`config.mk`:
```
export PLATFORM = sky130hd
export DESIGN_NAME = tun_step
export DESIGN_NICKNAME = d
export VERILOG_FILES = /design/src/rtl/core/tun_pkg.sv /design/src/rtl/core/tun_step.sv
export SDC_FILE = /design/constraint.sdc
export NUM_CORES = 2
export LEC_CHECK = 0
export BUFFER_PORTS_ARGS = -buffer_cell sky130_fd_sc_hd__buf_2
export CORE_AREA = 5 5 489 491
export DETAILED_ROUTE_END_ITERATION = 8
export DIE_AREA = 0 0 494 496
export SLEW_MARGIN = 20
export SYNTH_ARGS = -nofsm -noshare
export SYNTH_HDL_FRONTEND = slang
export SYNTH_SLANG_ARGS = --single-unit
```
`constraint.sdc`:
```
create_clock -name clk_i -period 4.9 [get_ports clk_i]
set_input_delay 0.49 -clock clk_i [delete_from_list [all_inputs] [get_ports clk_i]]
set_output_delay 0.49 -clock clk_i [all_outputs]
set_load 0.05 [all_outputs]
```
`src/rtl/core/tun_pkg.sv`:
```
// shared widths and types for the triangle unit normal pipeline
`default_nettype none
package tun_pkg;

  localparam int CoordW         = 32;
  localparam int EdgeW          = CoordW + 1;
  localparam int ProdW          = 2 * EdgeW;
  localparam int CrossW         = ProdW + 1;
  localparam int MagW           = ProdW;
  localparam int HalfW          = MagW / 2;
  localparam int SqW            = 2 * MagW;
  localparam int SumW           = SqW + 2;
  localparam int NormalFracBits = 30;
  localparam int MW             = NormalFracBits + 1;
  localparam int OutW           = 32;
  localparam int AccW           = SumW + 2 * NormalFracBits + 6;
  localparam int TargetShift    = 2 * NormalFracBits + 2;
  localparam int InitAShift     = NormalFracBits + 2;
  localparam int NumSteps       = MW;

  typedef struct packed {
    logic       valid;
    logic       degen;
    logic [2:0] neg;
  } tun_ctrl_t;

endpackage
`default_nettype wire

```
`src/rtl/core/tun_step.sv`:
```
// one digit of the rounded quotient, one register stage
`default_nettype none
module tun_step import tun_pkg::*; (
  input  wire logic                     clk_i,
  input  wire logic signed [AccW-1:0]   r_i,
  input  wire logic signed [AccW-1:0]   a_i,
  input  wire logic signed [AccW-1:0]   b_i,
  input  wire logic [MW-1:0]            m_i,
  output logic signed [AccW-1:0]        r_o,
  output logic signed [AccW-1:0]        a_o,
  output logic signed [AccW-1:0]        b_o,
  output logic [MW-1:0]                 m_o
);

  logic signed [AccW-1:0] cand_d, anx_d;
  logic take_d;
  logic signed [AccW-1:0] r_q, a_q, b_q;
  logic [MW-1:0] m_q;

  always_comb begin
    cand_d = r_i - a_i - b_i;
    take_d = ~cand_d[AccW-1];
    anx_d  = take_d ? (a_i + (b_i <<< 1)) : a_i;
  end

  always_ff @(posedge clk_i) begin
    r_q <= take_d ? cand_d : r_i;
    a_q <= anx_d >>> 1;
    b_q <= b_i >>> 2;
    m_q <= {m_i[MW-2:0], take_d};
  end

  assign r_o = r_q;
  assign a_o = a_q;
  assign b_o = b_q;
  assign m_o = m_q;

endmodule
`default_nettype wire

```
==> summary.txt <==
Outcome
  • Status: complete, but fails checks
  • Failing checks: setup timing

Clock tree
  • # clock sinks: around 630
  • # H-tree levels: 3
  • Root buffer cell: clkbuf_16
  • CTS Buffer Depth: 3
  • Cts bufs inserted: slightly above 80
  • Clock Pin Slew Worst Setup and Hold Paths: 0.06 ns
  • CTS tree: built

Worst setup path
  • WP data arrival: 5.74 ns
  • Slowest-stage cell, CP: fa_1
  • Worst Path Required: ~5.5 ns
  • Largest delay share family, worst path: buffers and inverters
  • Crit start category: primary input
  • Critical path buffers and inverters: 13
  • Critical Path Fanout Max: 9
  • WS Path Type: primary input to register
  • Crit. End Element: register
  • CP most frequent cell: buf_4
  • CP max stage delay: approximately 0.53 ns

Global route
  • Most Used Layer, Global Route: met2
  • First-pass GRT wire length: 467 mm
  • GRT met2 Usage: 0.415
  • Overflow after GRT: 0
  • Initial antenna violation count: 102
  • Met1 usage: 0.341
  • Vias in the first global route: 62600
  • GR Util All Layers: 0.266
  • Met3 Use GR: 0.0657
  • Largest net degree at the start of global routing: 42

Yosys
  • Syn Area/Cell: 7.67 um^2
  • Cell taking the most area after synthesis: dfxtp_1
  • Mapped Nets: 7627
  • Synth async-reset ratio: 0
  • Most used DFF post-synth: dfxtp_1
  • Simple-gate share of the synthesized area: 0.167
  • Syn. warnings: 0
  • Post-Syn Area: 49100 um^2
  • Part of the Yosys area used for sequential elements: 0.256
  • Synth top area cells: dfxtp_1, ha_1, fa_1
  • Xor-xnor portion of the synthesized cell area: 0.0701
  • Synth Area in Adders: 0.183
  • Synth cell types: 87
  • Mux cell area share after synthesis: 0.00337
  • Combinational family with the most area after synthesis: compound AO/OA/AOI/OAI gates
  • #FFs+latches synth: 628
  • Post-Syn Instances: 6396
  • Synth top area share: 0.256
  • Synth Area in Compound Gates: 0.254
  • EDFF count, synth: 0

Drt
  • Antenna Violating Nets Remaining: 0
  • First-iteration detailed-routing DRC count: 5983
  • Detailed Route WL: about 350 mm
  • Drt drc: 0
  • Via density: 4.85
  • Drt pass-1 iters: 6
  • DR WL/cell: 26.2 um
  • Routed via count: ~65000

Pwr
  • Pwr Total: 42.9 mW
  • Maximum vdd ir drop: roughly 0.47 mV
  • Flop pwr share: 0.188
  • Sw Ratio: 0.511
  • Power per cell area: 496 nW/um^2
  • Net Switching: 21.9 mW
  • Leakage: 41.6 nW
  • Clock power frac: 0.152
  • Cell internal pwr: around 21 mW
  • Combinational Power Share: 0.660

STA
  • Hold WS: 0.0560 ns
  • RSZ-0062 raised after global routing: true
  • Worst setup margin: -0.266 ns
  • Period utilization: 1.05
  • Fin. max-slew vios: 0
  • Slew headroom: 0.318
  • Fin. Hold Viols: 0
  • Worst Tran Pin Value: 1.02 ns
  • Setup Viol. Count Final: 310
  • Min Tclk post-route: 5.17 ns
  • Max Freq: 194 MHz

Die
  • # rows: between 150 and 200
  • Die footprint: 245000 um^2
  • I/O Pins: between 1000 and 1500
  • Core area: around 230000 um^2
  • Die width: 494 um
  • Initial Util: 0.209
  • Die Y-Extent: 496 um

Placement
  • DP Wirelength: 293 mm
  • Routability cong.: 1.02
  • Port-buffer cells: roughly 1300

Final layout
  • Nets: ~11000
  • Layout Utilization: 0.370
  • Area grow syn2layout: 76.5%
  • Most common cell after layout, fill and taps aside: buf_4
  • Commonest cells after routing, fill and taps aside: buf_4, buf_2, nand2_1
  • Share of cells above drive strength 1: 0.412

Run
  • Max-Cap Viols: 0

Min path
  • Hold WC Path Type: primary input to register
## area by class of cell
cell class | count | area [um^2]
clock inverters | 45 | 539
clock buffers | 105 | 2290
fillers | 24400 | 148000
diodes | 87 | 218
flip-flops and latches | 628 | 12600
well taps | 3150 | 3940
multi-input cells | 4922 | 35800
repair buffers | 3874 | 29200
inverters | 521 | 2000
## logic make-up (layout without fill, tap and decap cells)
logic type,Yosys count,after routing
AO/OA/AOI/OAI,2094,2094
AND/OR/NAND/NOR,1822,1822
buffers and inverters,846,4545
flip-flops,628,628
adder cells (fa/ha/maj),599,599
XOR/XNOR,392,392
multiplexers,15,15
other,0,87
## power by group through the flow
stage / Clock (mW) / Sequential, mW / Combinational (mW)
floorplan: 0 / 13.7 / 7.13
global placement: 0 / 8.20 / 23.7
detailed placement: 0 / 8.08 / 23.7
CTS: 6.66 / 8.03 / 25.6
global route: 6.84 / 8.11 / 29.6
finish: 6.54 / 8.05 / 28.4
## registers in the layout, indices dropped and copies added (netlist names)
name  flops
m_o      31
b_o     198
r_o     200
a_o     199
## worst min-delay path: stages
cell	delay [ns]
buf_2	0.13
nand2_1	0.06
o21ai_1	0.06
## metrics by stage
stage | area (um^2) | setup TNS [ns] | setup WS [ns] | instances
after floorplan | 49100 | 0 | 0.00208 | 6396
after global placement | 74100 | -517.57 | -2.37 | 12600
after detailed placement | 74100 | -528.07 | -2.39 | 12600
after CTS | 82800 | -77.11 | -0.325 | 13200
after global routing | 86600 | -69.24 | -0.340 | 13300
final | 86600 | -39.97 | -0.266 | 13300
## timing repair
item,CTS,global route
cloned,19,49
setup endpoints to repair,400,400
hold buffers,378,5
endpoints found under the hold margin,378,5
gates resized for setup,235,601
pin swaps,79,260
buffers inserted,56,44
## per-layer routing
layer  vias up  wire [um]
met1     30700     143000
met2      3393     151000
met4        52      22500
li1      29800          -
met3       754      32200
met5         -        367
## final timing paths
path	from	depth (start not counted)	slack [ns]	endpoint
setup / recovery	b_i[62]	26	-0.27	a_o[77]
hold / removal	a_i[183]	3	0.06	a_o[182]
## cells in the mapped netlist (27+ instances only)
library cell and number:
o21ai_0 386, nor4_1 41, buf_2 53, fa_1 200
a21boi_0 38, nand4_1 228, nand2_1 836, o31ai_1 34
o21ai_1 360, nor3_1 95, nor2_1 403, xnor2_1 221
a21oi_1 654, o211ai_1 27, dfxtp_1 628, ha_1 399
a21o_1 191, o21bai_1 139, clkbuf_1 265, inv_1 519
nand3_1 65, o21a_1 62, a31oi_1 40, xor2_1 170
No activity file was read; power rests on OpenSTA's default activity.
